File: src/sv/vcr_pkg.sv
// ---------------------------------------------------------------------------
// vcr_pkg: shared constants and arithmetic for the voltage change reporter
// Scaling of converter counts to millivolts and the volts/tenths digits.
// ---------------------------------------------------------------------------
package vcr_pkg;

    localparam int unsigned ADC_W     = 10;
    localparam int unsigned MV_W      = 15;
    localparam int unsigned LAST_MV_W = 16;
    localparam int unsigned THRESH_W  = 16;
    localparam int unsigned CNT_W     = 32;
    localparam int unsigned VOLTS_W   = 5;
    localparam int unsigned TENTHS_W  = 4;
    localparam int unsigned CFG_IDX_W = 2;
    localparam int unsigned CFG_DAT_W = 32;

    // register indexes
    localparam logic [CFG_IDX_W-1:0] REG_THRESHOLD = 2'd0;
    localparam logic [CFG_IDX_W-1:0] REG_HOLDOFF   = 2'd1;

    localparam logic [THRESH_W-1:0]  THRESH_RESET  = 16'd200;
    localparam logic [CNT_W-1:0]     HOLDOFF_RESET = 32'd500;
    localparam logic [LAST_MV_W-1:0] NEVER_REPORTED = 16'hFFFF;

    // scaling: count * 3300 * 92 / (1023 * 10)
    localparam int unsigned SUPPLY_MV   = 3300;
    localparam int unsigned DIV_TOTAL_K = 92;
    localparam int unsigned DIV_LOW_K   = 10;
    localparam int unsigned FULL_SCALE  = 1023;
    localparam int unsigned MV_NUM      = SUPPLY_MV * DIV_TOTAL_K / DIV_LOW_K;  // 30360
    localparam int unsigned PROD_W      = 25;
    // 1/1023 is approximated by 1025 / 2^20, low by less than one
    localparam int unsigned RECIP_MUL   = FULL_SCALE + 2;
    localparam int unsigned RECIP_SH    = 20;
    localparam int unsigned RECIP_W     = PROD_W + 11;

    // digit extraction reciprocals (exact over the reading range)
    localparam int unsigned DIV1000_MUL = 16778;
    localparam int unsigned DIV1000_SH  = 24;
    localparam int unsigned DIV100_MUL  = 41;
    localparam int unsigned DIV100_SH   = 12;

    function automatic logic [MV_W-1:0] scale_to_mv(input logic [ADC_W-1:0] count);
        logic [PROD_W-1:0]   x;
        logic [RECIP_W-1:0]  p;
        logic [MV_W-1:0]     q;
        logic [PROD_W:0]     r;
        x = PROD_W'(count) * PROD_W'(MV_NUM);
        p = RECIP_W'(x) * RECIP_W'(RECIP_MUL);
        q = p[RECIP_SH +: MV_W];
        r = (PROD_W+1)'(x) - (PROD_W+1)'(q) * (PROD_W+1)'(FULL_SCALE);
        // estimate is at most one short
        if (r >= (PROD_W+1)'(FULL_SCALE)) begin
            q = q + MV_W'(1);
        end
        return q;
    endfunction

    function automatic logic [VOLTS_W-1:0] whole_of(input logic [MV_W-1:0] mv);
        logic [MV_W+DIV1000_SH-1:0] p;
        p = (MV_W+DIV1000_SH)'(mv) * (MV_W+DIV1000_SH)'(DIV1000_MUL);
        return p[DIV1000_SH +: VOLTS_W];
    endfunction

    function automatic logic [TENTHS_W-1:0] tenths_of(input logic [MV_W-1:0] mv,
                                                      input logic [VOLTS_W-1:0] whole);
        logic [9:0]  rem;
        logic [17:0] p;
        rem = 10'(mv - MV_W'(whole) * MV_W'(1000));
        p   = 18'(rem) * 18'(DIV100_MUL);
        return p[DIV100_SH +: TENTHS_W];
    endfunction

endpackage

File: src/sv/voltage_change_reporter_top.sv
// ---------------------------------------------------------------------------
// voltage_change_reporter_top: deadband report-on-change with holdoff
// Scales converter counts to millivolts and flags samples worth reporting.
// ---------------------------------------------------------------------------
// Usage:
//   Input channel (i_in_valid / o_in_stall) carries one 10-bit converter
//   count per transaction. Output channel (o_out_valid / i_out_stall) gives
//   one result per input: reading in millivolts, report flag, whole volts
//   and tenths digit.
//   Three register stages: input register, scaled-millivolt register and
//   result register. Throughput is one transaction per cycle while the
//   receiver does not stall. The report decision and its state update
//   sit in the last stage, so back-to-back samples see the previous
//   sample's report.
//   Configuration (i_cfg_valid / o_cfg_ready, always ready): index 0 is the
//   change threshold in mV, index 1 the holdoff in items. Other indexes are
//   ignored. Write only while the pipeline is empty.
//   Reset (synchronous, active low) empties the pipeline, restores the
//   registers to 200 mV / 500 items and marks the block as never reported.
//   When the receiver stalls, the result is held and stages fill up; the
//   input stalls only once every stage holds a transaction.
// ---------------------------------------------------------------------------
module voltage_change_reporter_top (
    input  logic                               i_clk,
    input  logic                               i_rst_n,
    input  logic                               i_in_valid,
    output logic                               o_in_stall,
    input  logic [vcr_pkg::ADC_W-1:0]          i_adc_count,
    output logic                               o_out_valid,
    input  logic                               i_out_stall,
    output logic [vcr_pkg::MV_W-1:0]           o_reading_mv,
    output logic                               o_report_now,
    output logic [vcr_pkg::VOLTS_W-1:0]        o_whole_volts,
    output logic [vcr_pkg::TENTHS_W-1:0]       o_tenth_volts,
    input  logic                               i_cfg_valid,
    output logic                               o_cfg_ready,
    input  logic [vcr_pkg::CFG_IDX_W-1:0]      i_cfg_index,
    input  logic [vcr_pkg::CFG_DAT_W-1:0]      i_cfg_data
);

    logic                               r_s0_valid;
    logic [vcr_pkg::ADC_W-1:0]          r_s0_count;
    logic                               r_s1_valid;
    logic [vcr_pkg::MV_W-1:0]           r_s1_mv;
    logic                               r_out_valid;
    logic [vcr_pkg::MV_W-1:0]           r_out_mv;
    logic                               r_out_report;
    logic [vcr_pkg::VOLTS_W-1:0]        r_out_whole;
    logic [vcr_pkg::TENTHS_W-1:0]       r_out_tenths;

    logic [vcr_pkg::THRESH_W-1:0]       r_threshold;
    logic [vcr_pkg::CNT_W-1:0]          r_holdoff;
    logic [vcr_pkg::CNT_W-1:0]          r_item_cnt;
    logic [vcr_pkg::CNT_W-1:0]          r_last_item;
    logic [vcr_pkg::LAST_MV_W-1:0]      r_last_mv;

    logic                               out_rdy;
    logic                               s1_rdy;
    logic                               s0_rdy;
    logic                               in_take;
    logic                               s0_move;
    logic                               s1_move;

    logic [vcr_pkg::CNT_W-1:0]          n_item_cnt;
    logic [vcr_pkg::LAST_MV_W-1:0]      mv_ext;
    logic [vcr_pkg::LAST_MV_W-1:0]      delta;
    logic                               never;
    logic                               moved;
    logic                               spaced;
    logic                               report;
    logic [vcr_pkg::VOLTS_W-1:0]        whole;

    assign out_rdy = !r_out_valid || !i_out_stall;
    assign s1_rdy  = !r_s1_valid || out_rdy;
    assign s0_rdy  = !r_s0_valid || s1_rdy;
    assign in_take = i_in_valid && s0_rdy;
    assign s0_move = r_s0_valid && s1_rdy;
    assign s1_move = r_s1_valid && out_rdy;

    // report decision on the sample leaving the millivolt stage
    always_comb begin
        n_item_cnt = r_item_cnt + vcr_pkg::CNT_W'(1);
        mv_ext     = vcr_pkg::LAST_MV_W'(r_s1_mv);
        delta      = (mv_ext > r_last_mv) ? (mv_ext - r_last_mv) : (r_last_mv - mv_ext);
        never      = (r_last_mv == vcr_pkg::NEVER_REPORTED);
        moved      = (delta >= r_threshold);
        spaced     = ((n_item_cnt - r_last_item) >= r_holdoff);
        report     = (never || moved) && spaced;
        whole      = vcr_pkg::whole_of(r_s1_mv);
    end

    always_ff @(posedge i_clk) begin
        if (!i_rst_n) begin
            r_s0_valid  <= 1'b0;
            r_s1_valid  <= 1'b0;
            r_out_valid <= 1'b0;
            r_threshold <= vcr_pkg::THRESH_RESET;
            r_holdoff   <= vcr_pkg::HOLDOFF_RESET;
            r_item_cnt  <= '0;
            r_last_item <= '0;
            r_last_mv   <= vcr_pkg::NEVER_REPORTED;
        end else begin
            if (s0_rdy) begin
                r_s0_valid <= i_in_valid;
            end
            if (s1_rdy) begin
                r_s1_valid <= r_s0_valid;
            end
            if (out_rdy) begin
                r_out_valid <= r_s1_valid;
            end
            if (s1_move) begin
                r_item_cnt <= n_item_cnt;
                if (report) begin
                    r_last_item <= n_item_cnt;
                    r_last_mv   <= mv_ext;
                end
            end
            if (i_cfg_valid) begin
                case (i_cfg_index)
                    vcr_pkg::REG_THRESHOLD: r_threshold <= i_cfg_data[vcr_pkg::THRESH_W-1:0];
                    vcr_pkg::REG_HOLDOFF:   r_holdoff   <= i_cfg_data[vcr_pkg::CNT_W-1:0];
                    default: begin
                    end
                endcase
            end
        end
    end

    // payload registers
    always_ff @(posedge i_clk) begin
        if (in_take) begin
            r_s0_count <= i_adc_count;
        end
        if (s0_move) begin
            r_s1_mv <= vcr_pkg::scale_to_mv(r_s0_count);
        end
        if (s1_move) begin
            r_out_mv     <= r_s1_mv;
            r_out_report <= report;
            r_out_whole  <= whole;
            r_out_tenths <= vcr_pkg::tenths_of(r_s1_mv, whole);
        end
    end

    assign o_in_stall    = !s0_rdy;
    assign o_out_valid   = r_out_valid;
    assign o_reading_mv  = r_out_mv;
    assign o_report_now  = r_out_report;
    assign o_whole_volts = r_out_whole;
    assign o_tenth_volts = r_out_tenths;
    assign o_cfg_ready   = 1'b1;

endmodule
File: config.mk
export PLATFORM = sky130hd
export DESIGN_NAME = voltage_change_reporter_top
export DESIGN_NICKNAME = d
export VERILOG_FILES = /design/src/sv/vcr_pkg.sv /design/src/sv/voltage_change_reporter_top.sv
export SDC_FILE = /design/constraint.sdc
export NUM_CORES = 1
export LEC_CHECK = 0
export BUFFER_PORTS_ARGS = -buffer_cell sky130_fd_sc_hd__buf_2
export CAP_MARGIN = 10
export CORE_MARGIN = 5
export CORE_UTILIZATION = 49
export CTS_CLUSTER_SIZE = 28
export DETAILED_ROUTE_END_ITERATION = 10
export PLACE_DENSITY = 0.65
export SYNTH_ARGS = -nofsm -noshare
export SYNTH_HDL_FRONTEND = slang
export SYNTH_SLANG_ARGS = --single-unit
File: constraint.sdc
create_clock -name i_clk -period 33.9 [get_ports i_clk]
set_clock_uncertainty 0.1 [all_clocks]
set_input_delay 1.695 -clock i_clk [delete_from_list [all_inputs] [get_ports i_clk]]
set_output_delay 1.695 -clock i_clk [all_outputs]
set_load 0.01 [all_outputs]
* After elaboration in Yosys (flattened, before gate mapping)
Cells that the tools add are included. W data, S select, Z words.
Word-level totals: input port bits 49, word-level logic and storage cells 52, bits in writable memories 0, output and inout bits 28, flip-flop bits (word level) 181, memories kept 0, bits in latches 0, memory bits (read-only) 0
Operators by class: shifts and indexed selects 0, equality and inequality tests 2, add/sub/neg operators 7, $mul 6, div/mod/pow operators 0, bitwise gates (word level) 0, reductions and logical operators 17, multiplexer cells 2, order comparisons 4
Operators with widths (count):
- $add A32 B1 Y32 const B | 1
- $ge A32 B32 Y1 | 1
- $mul A22 B11 Y32 const B | 1
- $sub A32 B32 Y32 | 1
- $mul A15 B14 Y28 const B | 1
- $ge A26 B10 Y1 const B | 1
- $sub A25 B25 Y26 | 1
- $mul A15 B10 Y25 const B | 1
- $mul A10 B12 Y22 const B | 1
- $eq A16 B16 Y1 const B | 1
- $ge A16 B16 Y1 | 1
- $gt A15 B16 Y1 | 1
- $mul A10 B6 Y16 const B | 1
- $mux W16 | 1
- $sub A15 B16 Y16 | 1
- $sub A16 B15 Y16 | 1
- $add A15 B1 Y15 const B | 1
- $mux W15 | 1
- $sub A10 B10 Y10 | 1
- $mul A5 B7 Y7 const B | 1
- $reduce_and A2 Y1 | 3
- $logic_not A1 Y1 | 5
- $logic_and A1 B1 Y1 | 4
- $logic_or A1 B1 Y1 | 4
- other kinds (2) | 2

* Depth between registers and ports, before layout
Gate-level depths: netlist of the first run.
depth in word-level cells 6, mapped depth 59, gate-level depth less buffers 58

* Least setup slack after synthesis of the first run
No wires, ideal clock.
path type flip-flop to flip-flop, start register r_s0_count[8] (netlist name), end register r_s1_mv[13] (netlist name), data pin, setup slack 20.281 ns, required time 33.529 ns, period minus slack after synthesis 13.619 ns, cell stages (with the launch flop) 54, path buffers 0, setup time 0.271 ns, arrival 13.248 ns, path through edfxtp_1 inv_1 ha_1 fa_1 fa_1 inv_1 fa_1 fa_1 ha_1 a21o_2 a21oi_1 o22ai_1 o31a_1 o21ai_0 nand2b_1 a21o_1 a21oi_1 xnor2_1 (+18 left out) fa_1 fa_1 inv_1 fa_1 inv_1 ha_1 a21oi_1 o22ai_1 nor2_1 o211ai_1 a2111oi_0 o2111ai_1 nor4_1 o2111ai_1 nor3_4 or3_4 nor3_2 xnor2_1
On the way: longest elaborated chain between the ends 6, elaborated cells between the ends (all ways) 7, classes of those cells 2 x add/sub; 3 x mul; 1 x order compare; 1 x mux
RTL lines:
- start: declaration | line voltage_change_reporter_top.sv:42 | logic [vcr_pkg::ADC_W-1:0] r_s0_count;
- start signal: assignment | line voltage_change_reporter_top.sv:133 | r_s0_count <= i_adc_count;
- $mul A10 B12 Y22 * | line vcr_pkg.sv:48 | x = PROD_W'(count) * PROD_W'(MV_NUM);
- $mul A22 B11 Y32 | line vcr_pkg.sv:49 | p = RECIP_W'(x) * RECIP_W'(RECIP_MUL);
- $mul A15 B10 Y25 | line vcr_pkg.sv:51 | r = (PROD_W+1)'(x) - (PROD_W+1)'(q) * (PROD_W+1)'(FULL_SCALE);
- $sub A25 B25 Y26 | line vcr_pkg.sv:51
- $ge A26 B10 Y1 | line vcr_pkg.sv:53 | if (r >= (PROD_W+1)'(FULL_SCALE)) begin
- $mux W15 * | line vcr_pkg.sv:53
- end signal: assignment | line voltage_change_reporter_top.sv:136 | r_s1_mv <= vcr_pkg::scale_to_mv(r_s0_count);
- end: declaration | line voltage_change_reporter_top.sv:44 | logic [vcr_pkg::MV_W-1:0] r_s1_mv;
Mark *: on every way between the ends. The rest lies on a longest branch, timed or not. A chain may end at the register's enable or synchronous reset.

* Worst setup path after layout of the first run
start register r_s0_count[8] (netlist name), end register r_s1_mv[11] (netlist name), data pin
The elaborated chain is that of the path after synthesis.

==> results of run 1 <==
layout by cell type, fill, tap and decap left out, drive strengths merged, types with 74 or more instances in the layout:
master	instances
fa	167
ha	426
o21ai	74
a21oi	116
inv	439
dfxtp	131
xnor2	132
nor2	92
nand2	235
buf	87
area by class of cell:
cell class	count	area, um^2	share of cell area, %
clock buffers	18	439	1.81
repair buffers	87	468	1.93
inverters	433	1630	6.70
clock inverters	14	161	0.665
flip-flops and latches	181	4120	17.0
well taps	600	751	3.09
multi-input cells	1871	16700	68.8
registers in the layout (all words and copies together) (netlist names):
register,count
o_tenth_volts,4
r_holdoff,32
r_s1_valid,1
o_out_valid,1
o_report_now,1
r_last_mv,16
r_s1_mv,15
r_threshold,16
o_whole_volts,5
r_s0_count,10
r_item_cnt,32
r_last_item,32
r_s0_valid,1
o_reading_mv,15
final timing paths:
path | from | endpoint | depth (start not counted)
max | r_s0_count[8] | r_s1_mv[11] | 53
min | r_last_item[2] | r_last_item[2] | 2
max reg2reg | r_s0_count[8] | r_s1_mv[11] | 53
min reg2reg | r_last_item[2] | r_last_item[2] | 2
kinds of logic after synthesis:
| family | count (synthesis) |
|---|---|
| fa+ha+maj | 593 |
| simple gates | 595 |
| other cells | 1 |
| mux | 45 |
| xor+xnor | 182 |
| compound gates | 455 |
| flops | 181 |
| buf+inv | 495 |
synth_stat cells (7+ instances only):
| cell | instances |
|---|---|
| o2111ai_1 | 7 |
| nor3_1 | 26 |
| xnor2_1 | 132 |
| ha_1 | 426 |
| or3_1 | 13 |
| nand2b_1 | 27 |
| xor2_1 | 48 |
| and2_1 | 34 |
| nor2b_1 | 28 |
| fa_1 | 167 |
| a31oi_1 | 11 |
| nand4_1 | 25 |
| inv_1 | 432 |
| nor4_1 | 8 |
| edfxtp_1 | 50 |
| mux2i_1 | 40 |
| dfxtp_1 | 131 |
| nand2_1 | 234 |
| and3_1 | 24 |
| o21bai_1 | 16 |
| o21a_1 | 13 |
| nand3_1 | 55 |
| a21o_1 | 68 |
| a21boi_0 | 47 |
| o211a_1 | 7 |
| nor2_1 | 91 |
| o21ai_0 | 67 |
| a21oi_1 | 115 |
| a211oi_1 | 12 |
| clkbuf_1 | 54 |
| o211ai_1 | 33 |
through the flow:
step / instance area [um^2] / util (%)
floorplan: 22700 / -
global placement: 23700 / 51.9
detailed placement: 23700 / 51.9
CTS: 24300 / 53.3
global route: 24300 / 53.3
finish: 24300 / 53.3
per-layer routing:
layer | global-route usage (%) | share of wire [%] | vias up | wire [um]
met1 | 27.8 | 47 | 8210 | 24100
met4 | 7.46 | 3.0 | 0 | 1540
li1 | - | - | 8615 | -
met3 | 2.97 | 3.5 | 82 | 1810
met5 | 0 | 0 | - | 0
met2 | 35.1 | 47 | 297 | 24100
worst max-delay path, delay by kind of cell, from the launching register on:
| family | cells | cell delay, ns |
|---|---|---|
| adder cells (fa/ha/maj) | 14 | 6.52 |
| buffers and inverters | 7 | 0.67 |
| AO/OA/AOI/OAI | 18 | 3.91 |
| AND/OR/NAND/NOR | 10 | 2.28 |
| XOR/XNOR | 4 | 1.13 |
| flip-flops | 1 | 0.52 |
==> impl_metrics.yaml, run 1 <==
clock_tree:
  cts_tree: "built"
  cts_setup_buffers: 0
  cts_resized: 0
  cts_buffers: 17
  clk-insertion-delay-late_ns: 0.49
  cts_root_buf: "clkbuf_16"
  cts.clk_slew.worst_paths_ns: 0.08
  cts_sinks: 181
  htree_levels: 4
  hold_buffers: 0
  clk_path_buf_depth: 2
drt:
  vias_per_cell: 5.37
  finalWirelength_mm: 51.6
  drc: 0
  drt-initial-drc-count: 825
  firstDrtPassIters: 5
  route.detailed.wl_per_inst_um: 16.1
  drtAntennaViolNets: 0
  vias: 17204
timing:
  finalHoldViolCount: 0
  layout_setup_ws_ns: 18.47
  min_period_ns: 15.43
  maxSlewViolCount: 0
  tightest_slew_ns: 1.09
  slew_headroom_pct: 27.4
  setup_tns_ns: 0
  max_freq_ghz: 0.0648
  setup_viol_count_final: 0
  holdWs_ns: 0.356
  rsz0062_at_grt: "no"
  fin_crit_sh_pct: 45.5
floorplan:
  core_area_um2: 45600
  ios: 77
  floorplan.initialDensity_pct: 49.8
  die_x_um: 225
  fp.dieH_um: 225
  rows: 78
  fp.dieArea_um2: 50700
placement:
  placed_cells: 3172
  portBuffers: 75
  dp_slack_ns: 18.57
  gp_congestion: 0.915
  dpl.hpwl_mm: 42.6
job:
  cap_violations: 0
logic_synthesis:
  yosys.area_share.simple_pct: 12.7
  synthAdderAreaFrac_pct: 38.2
  synthMuxAreaShare_pct: 2.01
  ys_seq_elements: 181
  netlist_area_um2: 22700
  yosysWarningCount: 0
  synthTopCellsByArea: "ha_1 23%, fa_1 15%, dfxtp_1 12%"
  synth_xor_area_share_pct: 7.12
  synth-compound-area-share_pct: 13.5
  ys_seq_area_share_pct: 18.2
  yosysTopAreaCellShare_pct: 23.5
  synth_nets: 3189
  netlist-cell-type-count: 90
  synth_top_family_by_area: "adder cells"
  yosysTopAreaCell: "ha_1"
  async_flop_share_pct: 0
  synth_edf_count: 50
  synthFlopType: "dfxtp_1"
  syn_avg_cell_area_um2: 8.91
  synth_cells: 2547
status:
  status: "completed"
global_route:
  grt_pass1_wl_mm: 86.9
  grt_use_total_pct: 20.9
  grt_antenna_before_repair: 0
  grt_overflow_total: 0
  grt_pass1_vias: 17677
  grt_max_degree: 91
worst_setup_path:
  crit_arrival_ns: 15.56
  cpPeakStageDelay_ns: 0.65
  path_max_fanout: 9
  reg2reg_slack_ns: 18.47
  critPathMostFrequentCell: "fa_1"
  cp-end-kind: "flip-flop"
  critPathRequiredTime_ns: 34.02
  cp-start-kind: "flip-flop"
  path_class: "reg2reg"
  slowest_stage: "fa_1"
hold_path:
  hold_class: "reg2reg"
cells_and_area:
  filler_cell_count: 4175
  num-nets-final: 3233
  area_growth_pct: 6.99
  diodes: 0
  drive_gt1_share_pct: 6.11
  final_cells: 3204
Power of run 1 is left out: the tool's default activity adds up to more than one toggle a clock period on the data nets, which glitch-free logic cannot reach.
==> run 2, diff against run 1 <==
ABC_AREA = 1   (was default)
PLACE_DENSITY = 0.68   (was 0.65)
clock period = 12.45 ns   (was 33.9 ns; I/O delays follow)
==> run 2 against run 1 <==
Core utilization up 0.96 points; synthesized area up 2.8%; critical path depth grew 2; non-clock buffer count is 47 higher; wire length is 8.8% higher; cell area is 6.0% higher; sequential share of layout area is 0.96 points lower.
==> impl_metrics.yaml, run 2 <==
drt:
  drc: 0
  drt-initial-drc-count: 1031
  drtAntennaViolNets: 0
  firstDrtPassIters: 7
  vias: 19241
  finalWirelength_mm: 56.2
  route.detailed.wl_per_inst_um: 15.2
  vias_per_cell: 5.20
logic_synthesis:
  yosysWarningCount: 0
  synth_cells: 2970
  synth_edf_count: 50
  ys_seq_elements: 181
  synthTopCellsByArea: "ha_1 23%, fa_1 14%, dfxtp_1 11%"
  async_flop_share_pct: 0
  synthFlopType: "dfxtp_1"
  netlist-cell-type-count: 57
  syn_avg_cell_area_um2: 7.86
  ys_seq_area_share_pct: 17.7
  synthMostInstantiatedCell: "inv_1"
  synthTopCellsByCount: "635 x inv_1, 488 x nand2_1, 426 x ha_1"
  yosysTopAreaCellShare_pct: 22.8
  synth_nets: 3612
  netlist_area_um2: 23300
  yosysTopAreaCell: "ha_1"
global_route:
  grt_pass1_vias: 18908
  grt_use_total_pct: 21.3
  grt_max_degree: 89
  grt_antenna_before_repair: 0
  grt_overflow_total: 0
  grt_pass1_wl_mm: 92.8
worst_setup_path:
  path_class: "reg2reg"
  path_max_fanout: 8
  critPathTopFamily: "adder cells"
  critPathMostFrequentCell: "ha_1"
  cpPeakStageDelay_ns: 0.55
  critPathRequiredTime_ns: 12.57
  path_buf_inv: 9
  reg2reg_slack_ns: 0.51
  slowest_stage: "fa_1"
  cp-start-kind: "flip-flop"
  cp-end-kind: "flip-flop"
  crit_arrival_ns: 12.06
placement:
  dpl.hpwl_mm: 46.6
  portBuffers: 75
  dpl_cell_area_um2: 24500
  gp_congestion: 0.932
timing:
  finalHoldViolCount: 0
  slew_headroom_pct: 39.1
  fin_crit_sh_pct: 95.9
  maxSlewViolCount: 0
  setup_viol_count_final: 0
  tightest_slew_ns: 0.909
  min_period_ns: 11.94
  setup_tns_ns: 0
  max_freq_ghz: 0.0837
cells_and_area:
  area_growth_pct: 10.3
  num-nets-final: 3716
  drive_gt1_share_pct: 10.2
  filler_cell_count: 4504
  final_core_util_pct: 54.2
  final_cell_mix: "630 x inv_1, 474 x nand2_1, 407 x ha_1"
  reg_top3: "r_holdoff: 32 flops, r_item_cnt: 32 flops, r_last_item: 32 flops"
  fin_area_um2: 25700
  diodes: 0
  layout_commonest_cell: "inv_1"
floorplan:
  die_x_um: 228
  ios: 77
  fp.dieH_um: 228
  fp.dieArea_um2: 52100
  core_area_um2: 47400
  rows: 80
  floorplan.initialDensity_pct: 49.2
clock_tree:
  cts.clk_slew.worst_paths_ns: 0.08
  htree_levels: 4
  cts_sinks: 181
  cts_buffers: 17
  clk-insertion-delay-late_ns: 0.48
  cts_tree: "built"
  cts_root_buf: "clkbuf_16"
  clk_path_buf_depth: 2
  hold_buffers: 0
status:
  status: "completed"
job:
  cap_violations: 0
hold_path:
  hold_class: "in2reg"
## run 2: cell count changes after synthesis, sizes merged, moves of 46 or more
cell	change
xor2	+78
inv	+207
a21o	-56
a21oi	+141
xnor2	-107
nor2	+46
nand2	+278
o21ai	+63
## run 2: area by class of cell
cell class	count	area (um^2)	share of cell area, %
sequential	181	4120	16.0
multi-input combinational	2098	17000	66.2
timing repair buffer	134	838	3.26
clock buffer	18	429	1.67
inverter	642	2410	9.37
tap	615	769	2.99
clock inverter	14	134	0.520
## run 2: final timing paths
path         cells after the start            end      startpoint
max                             55     r_s1_mv[5]   r_s0_count[8]
min                              1  r_s0_count[4]  i_adc_count[4]
max reg2reg                     55     r_s1_mv[5]   r_s0_count[8]
min reg2reg                      2  r_holdoff[10]   r_holdoff[10]
## run 2: metal layers
layer | wire length [um] | share of wire [%] | track usage [%] | vias to the layer above
met4 | 1320 | 2.3 | 5.63 | 0
met1 | 26000 | 46 | 28.4 | 9039
met2 | 27000 | 48 | 36.3 | 344
li1 | - | - | - | 9776
met5 | 0 | 0 | 0 | -
met3 | 1890 | 3.4 | 3.26 | 82
## run 2: cells by family after synthesis
| group | after synthesis | synth area share (%) |
|---|---|---|
| AO/OA/AOI/OAI | 510 | 12.3 |
| XOR/XNOR | 152 | 5.82 |
| flip-flops | 181 | 17.7 |
| AND/OR/NAND/NOR | 841 | 15.7 |
| adder cells (fa/ha/maj) | 593 | 37.2 |
| other | 1 | 0.0161 |
| buffers and inverters | 692 | 11.3 |
## run 2: timing repair
action,4_1_cts,5_1_grt
setup buffers,2,22
gates resized for setup,1,109
endpoints found under the setup margin,15,15
cloned,0,1
pin swaps,0,34
## run 2: per-stage QoR
stage	cells	setup slack (ns)	hold slack (ns)
finish	3702	0.507	0.217
global route	3702	-0.131	0.188
CTS	3679	0.0186	0.173
detailed placement	3645	0.0176	0.353
global placement	3645	0.139	0.346
floorplan	2970	0.754	0.335
Power of run 2 is left out for the same reason.
==> run 3, diff against run 2 <==
CELL_PAD_IN_SITES_DETAIL_PLACEMENT = 0   (was default)
CELL_PAD_IN_SITES_GLOBAL_PLACEMENT = 1   (was default)
CORE_UTILIZATION = 44   (was 49)
PLACE_DENSITY = default   (was 0.68)
PLACE_DENSITY_LB_ADDON = 0.1   (was default)
==> run 3 against run 2 <==
Worst setup slack better by 0.11 ns; first-iteration DRC count down 13%; fmax up 0.94%; flip-flop and latch count unchanged; core utilization down 4.7 points; global-route usage down 0.54 points; critical path type unchanged.
==> impl_metrics.yaml, run 3 (synthesized netlist as in run 2, its figures left out) <==
placement:
  portBuffers: 75
  dpl.hpwl_mm: 48.6
  dp_slack_ns: 0.0318
  gp_congestion: 0.886
  placed_cells: 3726
drt:
  finalWirelength_mm: 59.2
  vias_per_cell: 5.06
  drc: 0
  drt-initial-drc-count: 901
  drtAntennaViolNets: 0
  firstDrtPassIters: 5
  route.detailed.wl_per_inst_um: 15.6
  vias: 19141
global_route:
  grt_antenna_before_repair: 0
  grt_pass1_wl_mm: 97.1
  grt_max_degree: 89
  grt_pass1_vias: 19293
  grt_use_total_pct: 20.8
  grt_overflow_total: 0
floorplan:
  rows: 84
  die_x_um: 240
  core_area_um2: 52600
  floorplan.initialDensity_pct: 44.4
  fp.dieArea_um2: 57700
  fp.dieH_um: 240
  ios: 77
worst_setup_path:
  crit_arrival_ns: 11.97
  path_max_fanout: 8
  cp-start-kind: "flip-flop"
  cp-end-kind: "flip-flop"
  critPathMostFrequentCell: "nand2_1"
  path_class: "reg2reg"
  critPathRequiredTime_ns: 12.59
  critPathLaunch: "r_s0_count[1]"
  crit-reg2reg-launch: "r_s0_count[1]"
  cpPeakStageDelay_ns: 0.62
  slowest_stage: "fa_2"
job:
  cap_violations: 0
clock_tree:
  cts_sinks: 181
  cts_tree: "built"
  cts_root_buf: "clkbuf_16"
  hold_buffers: 0
  htree_levels: 4
  cts.clk_slew.worst_paths_ns: 0.07
  cts_buffers: 17
  clk_path_buf_depth: 2
  clk-insertion-delay-late_ns: 0.48
timing:
  slew_headroom_pct: 38.8
  setup_viol_count_final: 0
  max_freq_ghz: 0.0845
  setup_tns_ns: 0
  fin_crit_sh_pct: 95.0
  layout_setup_ws_ns: 0.618
  tightest_slew_ns: 0.915
  finalHoldViolCount: 0
  min_period_ns: 11.83
  holdWs_ns: 0.214
  maxSlewViolCount: 0
hold_path:
  hold_class: "in2reg"
  min_from: "i_adc_count[7]"
cells_and_area:
  multi_input_area_um2: 17200
  diodes: 0
  drive_gt1_share_pct: 11.1
  filler_cell_count: 5260
  area_growth_pct: 11.6
  layout_commonest_cell: "inv_1"
  final_cells: 3784
  num-nets-final: 3725
  area.sequential_um2: 4120
  reg_top3: "r_holdoff: 32 flops, r_item_cnt: 32 flops, r_last_item: 32 flops"
  final_cell_mix: "628 x inv_1, 466 x nand2_1, 403 x ha_1"
status:
  status: "completed"
-- run 3: cell types whose count changed in the layout (fill, tap and decap cells not counted), moves of 4 or more --
cell / previous run / this run
buf_4: 56 / 64
nand2_2: 35 / 41
nor2_1: 115 / 119
nor2_2: 16 / 11
nand2_1: 474 / 466
ha_4: 10 / 14
a21oi_2: 14 / 20
a21oi_1: 238 / 233
ha_1: 407 / 403
-- run 3: layout make-up --
cell class,instances,area share (%)
clock buffers,19,1.74
inverters,642,9.27
repair buffers,143,3.49
clock inverters,13,0.514
flip-flops and latches,181,15.8
multi-input cells,2098,65.8
well taps,688,3.30
-- run 3: worst paths after layout --
check                                 endpoint  slack [ns]  depth (start not counted)
worst max-delay path               r_s1_mv[11]        0.62                         54
worst min-delay path             r_s0_count[7]        0.21                          1
worst max register to register     r_s1_mv[11]        0.62                         54
worst min register to register  r_last_item[9]        0.36                          2
-- run 3: routing by layer --
metal	wire length, um	track usage (%)	up-vias
met4	1680	6.69	0
met1	28600	28.2	8984
met5	0	0	-
li1	-	-	9788
met2	27000	34.6	297
met3	1890	2.51	72
-- run 3: worst max-delay path: cells and delay by family, from the launching register on --
family	cells	cell delay, ns
flops	1	0.50
simple gates	21	2.26
compound gates	6	0.91
buf+inv	11	1.03
fa+ha+maj	15	6.50
xor+xnor	1	0.24
-- run 3: repair_timing --
item / 4_1_cts / 5_1_grt
pin swaps: 0 / 42
cloned: 0 / 1
endpoints found under the hold margin: 0 / 0
resized for setup: 1 / 127
endpoints found under the setup margin: 13 / 15
buffers inserted: 0 / 25
-- run 3: metrics by stage --
stage / utilization [%] / instance area [um^2]
final: 49.6 / 26000
after global placement: 47.0 / 24700
after floorplan: - / 23300
after global routing: 49.6 / 26000
after detailed placement: 47.0 / 24700
after CTS: 48.1 / 25300
Power of run 3 is left out for the same reason.
